`src/rtl/csem_pkg.sv`:
```
package csem_pkg;

	localparam int COUNT_W = 16;
	localparam int INIT_W  = 15;
	localparam int TID_W   = 8;
	localparam int STAT_W  = 2;

	localparam logic signed [COUNT_W-1:0] COUNT_MAX = 16'sh7FFF;
	localparam logic signed [COUNT_W-1:0] COUNT_MIN = 16'sh8000;

	localparam logic OP_DOWN = 1'b0;
	localparam logic OP_UP   = 1'b1;

	localparam logic [STAT_W-1:0] STATUS_OK   = 2'd0;
	localparam logic [STAT_W-1:0] STATUS_FULL = 2'd1;
	localparam logic [STAT_W-1:0] STATUS_SAT  = 2'd2;

	typedef struct packed {
		logic accept;
		logic load_wake;
	} cmd_t;

	typedef struct packed {
		logic wake;
	} sts_t;

	typedef struct packed {
		logic              blocked;
		logic              woken_valid;
		logic [TID_W-1:0]  woken_thread;
		logic [STAT_W-1:0] status;
	} result_t;

endpackage

```
`src/rtl/csem_if.sv`:
```
interface csem_req_if;
	logic                            valid;
	logic                            ready;
	logic                            operation;
	logic [csem_pkg::TID_W-1:0]      thread_id;

	modport source (output valid, output operation, output thread_id, input ready);
	modport sink   (input valid, input operation, input thread_id, output ready);
endinterface

interface csem_rsp_if;
	logic                            valid;
	logic                            ready;
	logic                            blocked;
	logic                            woken_valid;
	logic [csem_pkg::TID_W-1:0]      woken_thread;
	logic [csem_pkg::STAT_W-1:0]     status;

	modport source (output valid, output blocked, output woken_valid, output woken_thread,
		output status, input ready);
	modport sink   (input valid, input blocked, input woken_valid, input woken_thread,
		input status, output ready);
endinterface

```
`src/rtl/csem_ram.sv`:
```
module csem_ram #(
	parameter int WIDTH = 8,
	parameter int DEPTH = 16
) (
	input  logic                                  clk,
	input  logic                                  we,
	input  logic [(DEPTH > 1 ? $clog2(DEPTH) : 1)-1:0] waddr,
	input  logic [WIDTH-1:0]                      wdata,
	input  logic                                  re,
	input  logic [(DEPTH > 1 ? $clog2(DEPTH) : 1)-1:0] raddr,
	output logic [WIDTH-1:0]                      rdata
);

	logic [WIDTH-1:0] mem [DEPTH];

	always_ff @(posedge clk) begin
		if (we) begin
			mem[waddr] <= wdata;
		end
		if (re) begin
			rdata <= mem[raddr];
		end
	end

endmodule

```
`src/rtl/csem_datapath.sv`:
```
module csem_datapath #(
	parameter int WAITER_DEPTH = 16
) (
	input  logic                              clk,
	input  logic                              arst_n,
	input  logic                              cfg_we,
	input  logic [csem_pkg::INIT_W-1:0]       cfg_data,
	input  logic                              operation,
	input  logic [csem_pkg::TID_W-1:0]        thread_id,
	input  csem_pkg::cmd_t                    cmd,
	output csem_pkg::sts_t                    sts,
	output csem_pkg::result_t                 res
);

	localparam int PTR_W  = WAITER_DEPTH > 1 ? $clog2(WAITER_DEPTH) : 1;
	localparam int FILL_W = $clog2(WAITER_DEPTH + 1);

	logic signed [csem_pkg::COUNT_W-1:0] count_q, count_nx;
	logic [PTR_W-1:0]                    head_q, head_nx, tail_q, tail_nx;
	logic [FILL_W-1:0]                   fill_q, fill_nx;
	logic                                ram_we, ram_re;
	logic [csem_pkg::TID_W-1:0]          ram_rdata;
	logic                                blocked_nx, wvalid_nx;
	logic [csem_pkg::STAT_W-1:0]         status_nx;
	logic                                blocked_q, wvalid_q;
	logic [csem_pkg::TID_W-1:0]          wthread_q;
	logic [csem_pkg::STAT_W-1:0]         status_q;
	logic                                fifo_full, fifo_empty, count_le0;

	function automatic logic [PTR_W-1:0] next_slot(input logic [PTR_W-1:0] p);
		return (p == PTR_W'(WAITER_DEPTH - 1)) ? '0 : p + PTR_W'(1);
	endfunction

	assign fifo_full  = (fill_q == FILL_W'(WAITER_DEPTH));
	assign fifo_empty = (fill_q == '0);
	assign count_le0  = count_q[csem_pkg::COUNT_W-1] || (count_q == '0);
	assign sts.wake   = (operation == csem_pkg::OP_UP) && !fifo_empty;

	always_comb begin
		count_nx   = count_q;
		head_nx    = head_q;
		tail_nx    = tail_q;
		fill_nx    = fill_q;
		ram_we     = 1'b0;
		ram_re     = 1'b0;
		blocked_nx = 1'b0;
		wvalid_nx  = 1'b0;
		status_nx  = csem_pkg::STATUS_OK;
		if (operation == csem_pkg::OP_DOWN) begin
			if (count_le0) begin
				if (fifo_full) begin
					status_nx = csem_pkg::STATUS_FULL;
				end else begin
					ram_we     = cmd.accept;
					tail_nx    = next_slot(tail_q);
					fill_nx    = fill_q + FILL_W'(1);
					blocked_nx = 1'b1;
					if (count_q == csem_pkg::COUNT_MIN) begin
						status_nx = csem_pkg::STATUS_SAT;
					end else begin
						count_nx = count_q - 16'sd1;
					end
				end
			end else begin
				count_nx = count_q - 16'sd1;
			end
		end else begin
			if (count_q == csem_pkg::COUNT_MAX) begin
				status_nx = csem_pkg::STATUS_SAT;
			end else begin
				count_nx = count_q + 16'sd1;
			end
			if (!fifo_empty) begin
				ram_re    = cmd.accept;
				head_nx   = next_slot(head_q);
				fill_nx   = fill_q - FILL_W'(1);
				wvalid_nx = 1'b1;
			end
		end
	end

	always_ff @(posedge clk or negedge arst_n) begin
		if (!arst_n) begin
			count_q <= '0;
			head_q  <= '0;
			tail_q  <= '0;
			fill_q  <= '0;
		end else if (cfg_we) begin
			count_q <= {1'b0, cfg_data};
		end else if (cmd.accept) begin
			count_q <= count_nx;
			head_q  <= head_nx;
			tail_q  <= tail_nx;
			fill_q  <= fill_nx;
		end
	end

	always_ff @(posedge clk) begin
		if (cmd.accept) begin
			blocked_q <= blocked_nx;
			wvalid_q  <= wvalid_nx;
			status_q  <= status_nx;
			wthread_q <= '0;
		end
		if (cmd.load_wake) begin
			wthread_q <= ram_rdata;
		end
	end

	csem_ram #(
		.WIDTH(csem_pkg::TID_W),
		.DEPTH(WAITER_DEPTH)
	) u_waiters (
		.clk  (clk),
		.we   (ram_we),
		.waddr(tail_q),
		.wdata(thread_id),
		.re   (ram_re),
		.raddr(head_q),
		.rdata(ram_rdata)
	);

	assign res.blocked      = blocked_q;
	assign res.woken_valid  = wvalid_q;
	assign res.woken_thread = wthread_q;
	assign res.status       = status_q;

`ifndef SYNTHESIS
	a_fill_bound: assert property (@(posedge clk) disable iff (!arst_n)
		fill_q <= FILL_W'(WAITER_DEPTH))
		else $error("wait queue fill above depth");
`endif

endmodule

```
`src/rtl/csem_ctrl.sv`:
```
module csem_ctrl (
	input  logic           clk,
	input  logic           arst_n,
	input  logic           req_valid,
	output logic           req_ready,
	output logic           rsp_valid,
	input  logic           rsp_ready,
	input  csem_pkg::sts_t sts,
	output csem_pkg::cmd_t cmd
);

	localparam logic ST_IDLE = 1'b0;
	localparam logic ST_WAKE = 1'b1;

	logic state_q, state_nx;
	logic rsp_valid_q;

	assign req_ready     = (state_q == ST_IDLE) && (!rsp_valid_q || rsp_ready);
	assign cmd.accept    = req_valid && req_ready;
	assign cmd.load_wake = (state_q == ST_WAKE);
	assign rsp_valid     = rsp_valid_q;

	always_comb begin
		state_nx = state_q;
		unique case (state_q)
			ST_IDLE: begin
				if (cmd.accept && sts.wake) begin
					state_nx = ST_WAKE;
				end
			end
			ST_WAKE: begin
				state_nx = ST_IDLE;
			end
			default: state_nx = ST_IDLE;
		endcase
	end

	always_ff @(posedge clk or negedge arst_n) begin
		if (!arst_n) begin
			state_q     <= ST_IDLE;
			rsp_valid_q <= 1'b0;
		end else begin
			state_q <= state_nx;
			if (rsp_valid_q && rsp_ready) begin
				rsp_valid_q <= 1'b0;
			end
			if ((cmd.accept && !sts.wake) || cmd.load_wake) begin
				rsp_valid_q <= 1'b1;
			end
		end
	end

`ifndef SYNTHESIS
	a_wake_slot_free: assert property (@(posedge clk) disable iff (!arst_n)
		state_q == ST_WAKE |-> !rsp_valid_q)
		else $error("wake word would overwrite pending result");
	a_wake_done: assert property (@(posedge clk) disable iff (!arst_n)
		state_q == ST_WAKE |=> state_q == ST_IDLE && rsp_valid_q)
		else $error("wake result not presented");
	a_fast_result: assert property (@(posedge clk) disable iff (!arst_n)
		cmd.accept && !sts.wake |=> rsp_valid_q && state_q == ST_IDLE)
		else $error("single-cycle word gave no result");
`endif

endmodule

```
`src/rtl/counting_semaphore_wait_queue.sv`:
```
// Channel | Dir | Fields                                          | Accept
// req     | in  | operation[0], thread_id[7:0]                    | valid & ready
// rsp     | out | blocked, woken_valid, woken_thread[7:0], status | valid & ready
// cfg     | in  | cfg_data[14:0] (initial_count)                  | cfg_we
// A down word, or an up word on an empty queue, gives its result in the next cycle.
// Waking a waiter adds a state that takes no word: the queue RAM read is registered.
// Reset (arst_n low) clears count, queue pointers and fill; queue RAM is not cleared.
// A result sits in one output register; a new word is taken when it drains or is empty.
module counting_semaphore_wait_queue #(
	parameter int WAITER_DEPTH = 16
) (
	input  logic                        clk,
	input  logic                        arst_n,
	input  logic                        cfg_we,
	input  logic [csem_pkg::INIT_W-1:0] cfg_data,
	csem_req_if.sink                    req,
	csem_rsp_if.source                  rsp
);

	csem_pkg::cmd_t    cmd;
	csem_pkg::sts_t    sts;
	csem_pkg::result_t res;

	csem_ctrl u_ctrl (
		.clk      (clk),
		.arst_n   (arst_n),
		.req_valid(req.valid),
		.req_ready(req.ready),
		.rsp_valid(rsp.valid),
		.rsp_ready(rsp.ready),
		.sts      (sts),
		.cmd      (cmd)
	);

	csem_datapath #(
		.WAITER_DEPTH(WAITER_DEPTH)
	) u_dp (
		.clk      (clk),
		.arst_n   (arst_n),
		.cfg_we   (cfg_we),
		.cfg_data (cfg_data),
		.operation(req.operation),
		.thread_id(req.thread_id),
		.cmd      (cmd),
		.sts      (sts),
		.res      (res)
	);

	assign rsp.blocked      = res.blocked;
	assign rsp.woken_valid  = res.woken_valid;
	assign rsp.woken_thread = res.woken_thread;
	assign rsp.status       = res.status;

endmodule
```
`src/flat_wrapper.sv`:
```
// flat-port wrapper written by rule: the top's interface ports become plain ports
module counting_semaphore_wait_queue_flat 
#(
	parameter int WAITER_DEPTH = 16
)
  (clk, arst_n, cfg_we, cfg_data, req_valid, req_operation, req_thread_id, req_ready, rsp_valid, rsp_blocked, rsp_woken_valid, rsp_woken_thread, rsp_status, rsp_ready);
  csem_req_if req_i ();
  csem_rsp_if rsp_i ();
  input  logic clk;
  input  logic arst_n;
  input  logic cfg_we;
  input  logic [csem_pkg::INIT_W-1:0] cfg_data;
  input wire logic [$bits(req_i.valid)-1:0] req_valid;
  input wire logic [$bits(req_i.operation)-1:0] req_operation;
  input wire logic [$bits(req_i.thread_id)-1:0] req_thread_id;
  output wire logic [$bits(req_i.ready)-1:0] req_ready;
  output wire logic [$bits(rsp_i.valid)-1:0] rsp_valid;
  output wire logic [$bits(rsp_i.blocked)-1:0] rsp_blocked;
  output wire logic [$bits(rsp_i.woken_valid)-1:0] rsp_woken_valid;
  output wire logic [$bits(rsp_i.woken_thread)-1:0] rsp_woken_thread;
  output wire logic [$bits(rsp_i.status)-1:0] rsp_status;
  input wire logic [$bits(rsp_i.ready)-1:0] rsp_ready;
  assign req_i.valid = req_valid;
  assign req_i.operation = req_operation;
  assign req_i.thread_id = req_thread_id;
  assign req_ready = req_i.ready;
  assign rsp_valid = rsp_i.valid;
  assign rsp_blocked = rsp_i.blocked;
  assign rsp_woken_valid = rsp_i.woken_valid;
  assign rsp_woken_thread = rsp_i.woken_thread;
  assign rsp_status = rsp_i.status;
  assign rsp_i.ready = rsp_ready;
  counting_semaphore_wait_queue #(.WAITER_DEPTH(WAITER_DEPTH)) u_core (.clk(clk), .arst_n(arst_n), .cfg_we(cfg_we), .cfg_data(cfg_data), .req(req_i), .rsp(rsp_i));
endmodule
```
`config.mk`:
```
export PLATFORM = sky130hd
export DESIGN_NAME = counting_semaphore_wait_queue_flat
export DESIGN_NICKNAME = d
export VERILOG_FILES = /design/src/rtl/csem_pkg.sv /design/src/rtl/csem_if.sv /design/src/rtl/csem_ram.sv /design/src/rtl/csem_datapath.sv /design/src/rtl/csem_ctrl.sv /design/src/rtl/counting_semaphore_wait_queue.sv /design/src/flat_wrapper.sv
export SDC_FILE = /design/constraint.sdc
export NUM_CORES = 1
export LEC_CHECK = 0
export BUFFER_PORTS_ARGS = -buffer_cell sky130_fd_sc_hd__buf_2
export CORE_MARGIN = 2
export CORE_UTILIZATION = 55
export DETAILED_ROUTE_END_ITERATION = 7
export PLACE_DENSITY_LB_ADDON = 0.15
export RECOVER_POWER = 100
export SLEW_MARGIN = 20
export SYNTH_ARGS = -nofsm -noshare
export SYNTH_HDL_FRONTEND = slang
export SYNTH_SLANG_ARGS = --single-unit
```
`constraint.sdc`:
```
create_clock -name clk -period 2.68 [get_ports clk]
set_input_delay 0.268 -clock clk [delete_from_list [all_inputs] [get_ports clk]]
set_output_delay 0.268 -clock clk [all_outputs]
set_load 0.01 [all_outputs]
```
Word level (Yosys, flattened, before mapping)
Memory sizes are Yosys's and may differ from the RTL's. A register that Yosys moved wholly into a read port is not among the register bits. Index checks and enable logic that the tools add are counted.

Bitwise operators: 6. Reduce and logical (&&, ||, !) cells: 23. Shifts and indexed selects: 0. Add/sub/neg operators: 6. Multipliers: 0. Equal/unequal tests: 10. Mux-type cells: 33. Magnitude comparators: 0. Divide/modulo/power cells: 0.

Operators by type and width (count): 16-bit two-way mux (7); 16-bit == test, second input constant (2); 5-bit two-way mux (4); 16-bit by 2-bit adder with 16-bit output, second input constant (1); 16-bit zero test (1); 8-bit two-way mux (2); 16-bit by 2-bit subtractor with 16-bit output, second input constant (1); 1-bit two-way mux (12); 2-bit two-way mux (5); 5-bit AND reduction (2); 4-bit by 1-bit adder with 4-bit output, second input constant (2); 4-bit == test, second input constant (2); 4-bit two-way mux (2); 4-bit != test, second input constant (2); 4-bit AND reduction (2); 2-bit nonzero test (4); 1-bit logical AND (6); 1-bit NOT (6); 5-bit by 1-bit adder with 5-bit output, second input constant (1); 5-bit == test, second input constant (1); 5-bit zero test (1); 5-bit by 1-bit subtractor with 5-bit output, second input constant (1); 2-bit != test, second input constant (2); 1-bit zero test (3); other kinds (4) (6).

Bits in latches: 0. Output and inout bits: 14. Input port bits: 29. Logic and storage cells: 89. Memories: 1. ROM bits: 0. RAM bits: 128. Flip-flop bits (word level): 43.

Memory list: u_core.u_dp.u_waiters.mem (words 16, bits a word 8, rd ports 1, clocked after memory_dff 1, write ports 1, line csem_ram.sv:14) `logic [WIDTH-1:0] mem [DEPTH];`.

Depth between registers and ports, before layout
Word-level depth: 9. Gate-level depth with buffers: 9. Gate-level depth less buffers: 8.

Hierarchy
From an unflattened synthesis, not the netlist that was laid out.

Cells, all modules: 533. Area, all modules: 8211.6 sq um.

Modules (own cells, without submodules): csem_ram (sequential area each 4083.9 sq um, instances 1, cells each 229, area each 5227.5 sq um); csem_datapath (sequential area each 1086.0 sq um, instances 1, cells each 294, area each 2875.3 sq um); csem_ctrl (sequential area each 50.0 sq um, instances 1, cells each 10, area each 108.9 sq um).

Worst setup path after synthesis
No wires, ideal clock.

Kind: reg2reg. Start point: register u_core.u_dp.count_q[2] (netlist name). End point: memory u_core.u_dp.u_waiters.mem[2][0] (enable). Path buffers: 0. Period minus slack after synthesis: 2.383 ns. Library setup time: 0.383 ns. Arrival: 2.000 ns. Path slack: 0.297 ns. Cell stages (with the launch flop): 6. Data required time: 2.297 ns. Cells stage by stage: dfrtp_1 nor4_4 a41oi_2 nor3_1 nand2_1 nor3_1.

Word-level cells in the longest chain between the ends: 6.

Ends and longest elaborated chain: start: declaration (line csem_datapath.sv:18) `logic signed [csem_pkg::COUNT_W-1:0] count_q, count_nx;`; start signal: assignment (line csem_datapath.sv:89) `count_q <= {1'b0, cfg_data};`; start signal: assignment (line csem_datapath.sv:91) `count_q <= count_nx;`; 16-bit zero test (line csem_datapath.sv:36) `assign count_le0 = count_q[csem_pkg::COUNT_W-1] || (count_q == '0);`; 1-bit logical OR (line csem_datapath.sv:36); 1-bit two-way mux (line csem_datapath.sv:50) `if (count_le0) begin`; 1-bit two-way mux (line csem_datapath.sv:49) `if (operation == csem_pkg::OP_DOWN) begin`; 1-bit two-way mux (line csem_ram.sv:17) `if (we) begin`; 1-bit two-way mux (not written as such) (line csem_ram.sv:18) `mem[waddr] <= wdata;`; end: declaration (line csem_ram.sv:14).

No other way between the ends.

Final worst setup path
Start point: register u_core.u_dp.count_q[10] (netlist name). End point: memory u_core.u_dp.u_waiters.mem[0][6] (enable).

The elaborated chain is that of the path after synthesis.

==> results.toml <==
[synthesis]
synthTopCellsByArea = "edfxtp_1 54%, mux4_2 11%, dfrtp_1 9.5%, ha_1 3.4%, nand2_1 1.6%"
syn_avg_cell_area_um2 = 16.1
yosys.area.top_type = "edfxtp_1"
synth-seq-cells = 179
ys_types = 65
syn_area_mm2 = 0.00819
synth_edf_count = 148
ys_warn_count = 0
async_flop_share = 0.173
synth_top_area_share = 0.543
seq_area_frac_synth = 0.638
synth_nets = 561
synth_ff_type = "edfxtp_1"
netlist_instances = 508

[drt]
vias_per_cell = 6.04
vias = 4647
postRouteAntennaNets = 0
drtIter0Drc = 481
post-route-drc-count = 0
drt-total-wl_mm = 15.9
detail_route.first_pass.iterations = 5
avgRoutedWirePerCell_um = 20.7

[placed_design]
place_congestion = 0.884
port_buffers = 42
dp_hpwl_mm = 10.6
placed_cells = 737

[timing]
rsz0062_at_grt = "false"
setup_tns_ns = 0
finalCriticalPeriod_ns = 2.49
setup_viol = 0
drv_slew = 32
max_slew_margin = -0.195
max_clock_freq_mhz = 401
hold_viol_final = 0
fin_worst_skew_ns = 0.00922
worst_pin_slew_ns = 1.79
fin_hold_ws_ns = 0.0530
fin_crit_sh = 0.930

[pwr]
leakage_uw = 0.00328
power_density_mw_per_mm2 = 878
peakVddDrop_uv = 489
power.total_uw = 8090

[clocking]
htree_levels = 4
cts_buffers = 17
cts_sinks = 179
cts_root_buf = "clkbuf_16"
clk_transition_reported_paths_ns = 0.07
cts_buffer_depth = 2
post-cts-setup-buffers = 0
cts_tree = "done"
insertion_delay_ns = 0.42

[critical_path]
path_class = "reg2reg"
worstPathMaxFanout = 8
required_ns = 2.79
r2r_cells = 6
regToRegStartpoint = "u_core.u_dp.count_q[10]$_DFFE_PN0P_"
rr_endpoint = "u_core.u_dp.u_waiters.mem[0][6]$_DFFE_PP_"
endpoint_kind = "register"
worstPathArrival_ns = 2.60
start_kind = "register"
reg2reg_slack_ns = 0.19

[layout]
num-nets-final = 626
n_antenna_cell = 0
fin_cells = 769
areaGrowthSynthToFinish_pct = 12.5
drive_above_1_share = 0.227

[global_route]
overflow = 0
grt_pass1_vias = 4637
antenna_found_initial = 0
grt_pass1_wl_mm = 25.8
grt_usage = 0.215
grt_max_degree = 38

[floorplan]
dieWidth_um = 126
start_util = 0.563
die_h_um = 126
core_area_mm2 = 0.0145
die-area_mm2 = 0.0159
num_rows = 44
io_pins = 43

[hold_path]
holdPathStages = 3
holdCritStartpoint = "cfg_data[8]"
min_path_type = "in2reg"
min_to = "u_core.u_dp.count_q[8]$_DFFE_PN0P_"

[run]
maxCapViolations = 1

[status]
status = "complete, but fails checks"
violations = "max-capacitance violations, max-slew violations"
per-stage QoR:
stage	cell area (um^2)	setup slack, ns	utilization
after floorplan	8190	0.297	-
after global placement	8730	0.203	0.601
after detailed placement	8730	0.160	0.601
after CTS	9340	0.193	0.643
after global routing	9210	0.0539	0.634
final	9210	0.187	0.634
worst max-delay path, cell delays in order (launching register included):
cell and delay (ns):
dfrtp_1 0.45, nor4_4 0.40, a41oi_2 0.24, nor3_1 0.38
nand2_1 0.22, nor3_1 0.19, clkbuf_2 0.29
sequential cells by signal, summed over array words and instances, names as in the netlist, 2 cells and up:
signal,cells
u_core.u_dp.count_q,16
u_core.u_dp.fill_q,5
u_core.u_dp.head_q,4
u_core.u_dp.status_q,2
u_core.u_dp.tail_q,4
u_core.u_dp.u_waiters.mem,128
u_core.u_dp.u_waiters.rdata,8
u_core.u_dp.wthread_q,8
worst max path at each step:
stage                                         from                                        end  slack [ns]  cells after the start
6_report       u_core.u_dp.count_q[10]$_DFFE_PN0P_  u_core.u_dp.u_waiters.mem[0][6]$_DFFE_PP_        0.19                      6
5_1_grt        u_core.u_dp.count_q[10]$_DFFE_PN0P_  u_core.u_dp.u_waiters.mem[5][2]$_DFFE_PP_        0.05                      6
4_1_cts        u_core.u_dp.count_q[10]$_DFFE_PN0P_  u_core.u_dp.u_waiters.mem[1][0]$_DFFE_PP_        0.19                      6
3_5_place_dp                         req_operation        u_core.u_dp.count_q[15]$_DFFE_PN0P_        0.16                      9
3_3_place_gp                         req_operation        u_core.u_dp.count_q[15]$_DFFE_PN0P_        0.20                      9
2_1_floorplan   u_core.u_dp.count_q[2]$_DFFE_PN0P_  u_core.u_dp.u_waiters.mem[2][0]$_DFFE_PP_        0.30                      5
repair_timing:
action | CTS | global route
endpoints found under the hold margin | 31 | 0
gates resized for setup | 0 | 0
hold buffers | 1 | 0
cells by family after synthesis:
kind of cell,count (synthesis),synth area share
and+or+nand+nor,117,0.0818
buffers and inverters,36,0.0182
DFF,179,0.638
adders and majority gates,24,0.0385
xor gates and xnor gates,18,0.0193
muxes,54,0.129
AOI/OAI and AO/OA,80,0.0755
Yosys cell counts (3+ instances only):
| master | n |
|---|---|
| edfxtp_1 | 148 |
| nand2_1 | 35 |
| mux2i_1 | 6 |
| o21ai_1 | 4 |
| dfrtp_1 | 31 |
| nor3_1 | 8 |
| mux4_2 | 40 |
| xor2_1 | 6 |
| nand2b_1 | 4 |
| xnor2_1 | 12 |
| a211oi_1 | 4 |
| a21o_1 | 11 |
| clkbuf_1 | 12 |
| o311ai_1 | 3 |
| a21oi_1 | 16 |
| and2_1 | 9 |
| nor2b_1 | 6 |
| mux2_2 | 6 |
| o21ai_0 | 12 |
| o211ai_1 | 3 |
| ha_1 | 22 |
| nand3_1 | 4 |
| buf_2 | 7 |
| nor2_1 | 24 |
| inv_1 | 14 |
| nor4_4 | 4 |
| nand3b_1 | 4 |
| nand4_1 | 6 |
layout by cell type (no fill, tap or decap), drive strengths merged, types with 2 or more instances in the layout:
cell	instances
nor4	7
inv	21
ha	22
clkbuf	57
fa	2
bufinv	3
clkinv	5
nand3	5
o31ai	2
o21a	2
and3	3
nand4	6
mux2	8
o21ai	17
buf	26
o221ai	2
a211oi	6
nand2	35
nand2b	4
xor2	6
o311ai	4
a31oi	2
nor2	24
mux2i	6
nor2b	6
nand3b	4
edfxtp	148
a21oi	16
xnor2	12
mux4	40
and2	9
o211ai	4
nor3	10
dfrtp	31
a21o	12
power by group:
| group | leakage (uW) | switching [uW] | internal, uW |
|---|---|---|---|
| clock | 0.000296 | 1060 | 1480 |
| sequential | 0.00172 | 237 | 3240 |
| combinational | 0.00126 | 1030 | 1050 |
| total | 0.00328 | 2330 | 5760 |
layer usage:
| layer | vias up | wire, um | GRT usage |
|---|---|---|---|
| li1 | 2135 | - | - |
| met1 | 2349 | 7530 | 0.327 |
| met2 | 153 | 7420 | 0.319 |
| met3 | 10 | 881 | 0.0531 |
| met4 | 0 | 115 | 0.0504 |
| met5 | - | 0 | 0 |
cell type report:
| class | count | area [um^2] |
|---|---|---|
| clock inverter | 14 | 175 |
| fill | 1095 | 5320 |
| multi-input combinational | 293 | 2770 |
| sequential | 179 | 5220 |
| timing repair buffer | 67 | 329 |
| clock buffer | 17 | 425 |
| inverter | 15 | 56.3 |
| tap | 184 | 230 |
No activity file was read; power rests on OpenSTA's default activity.
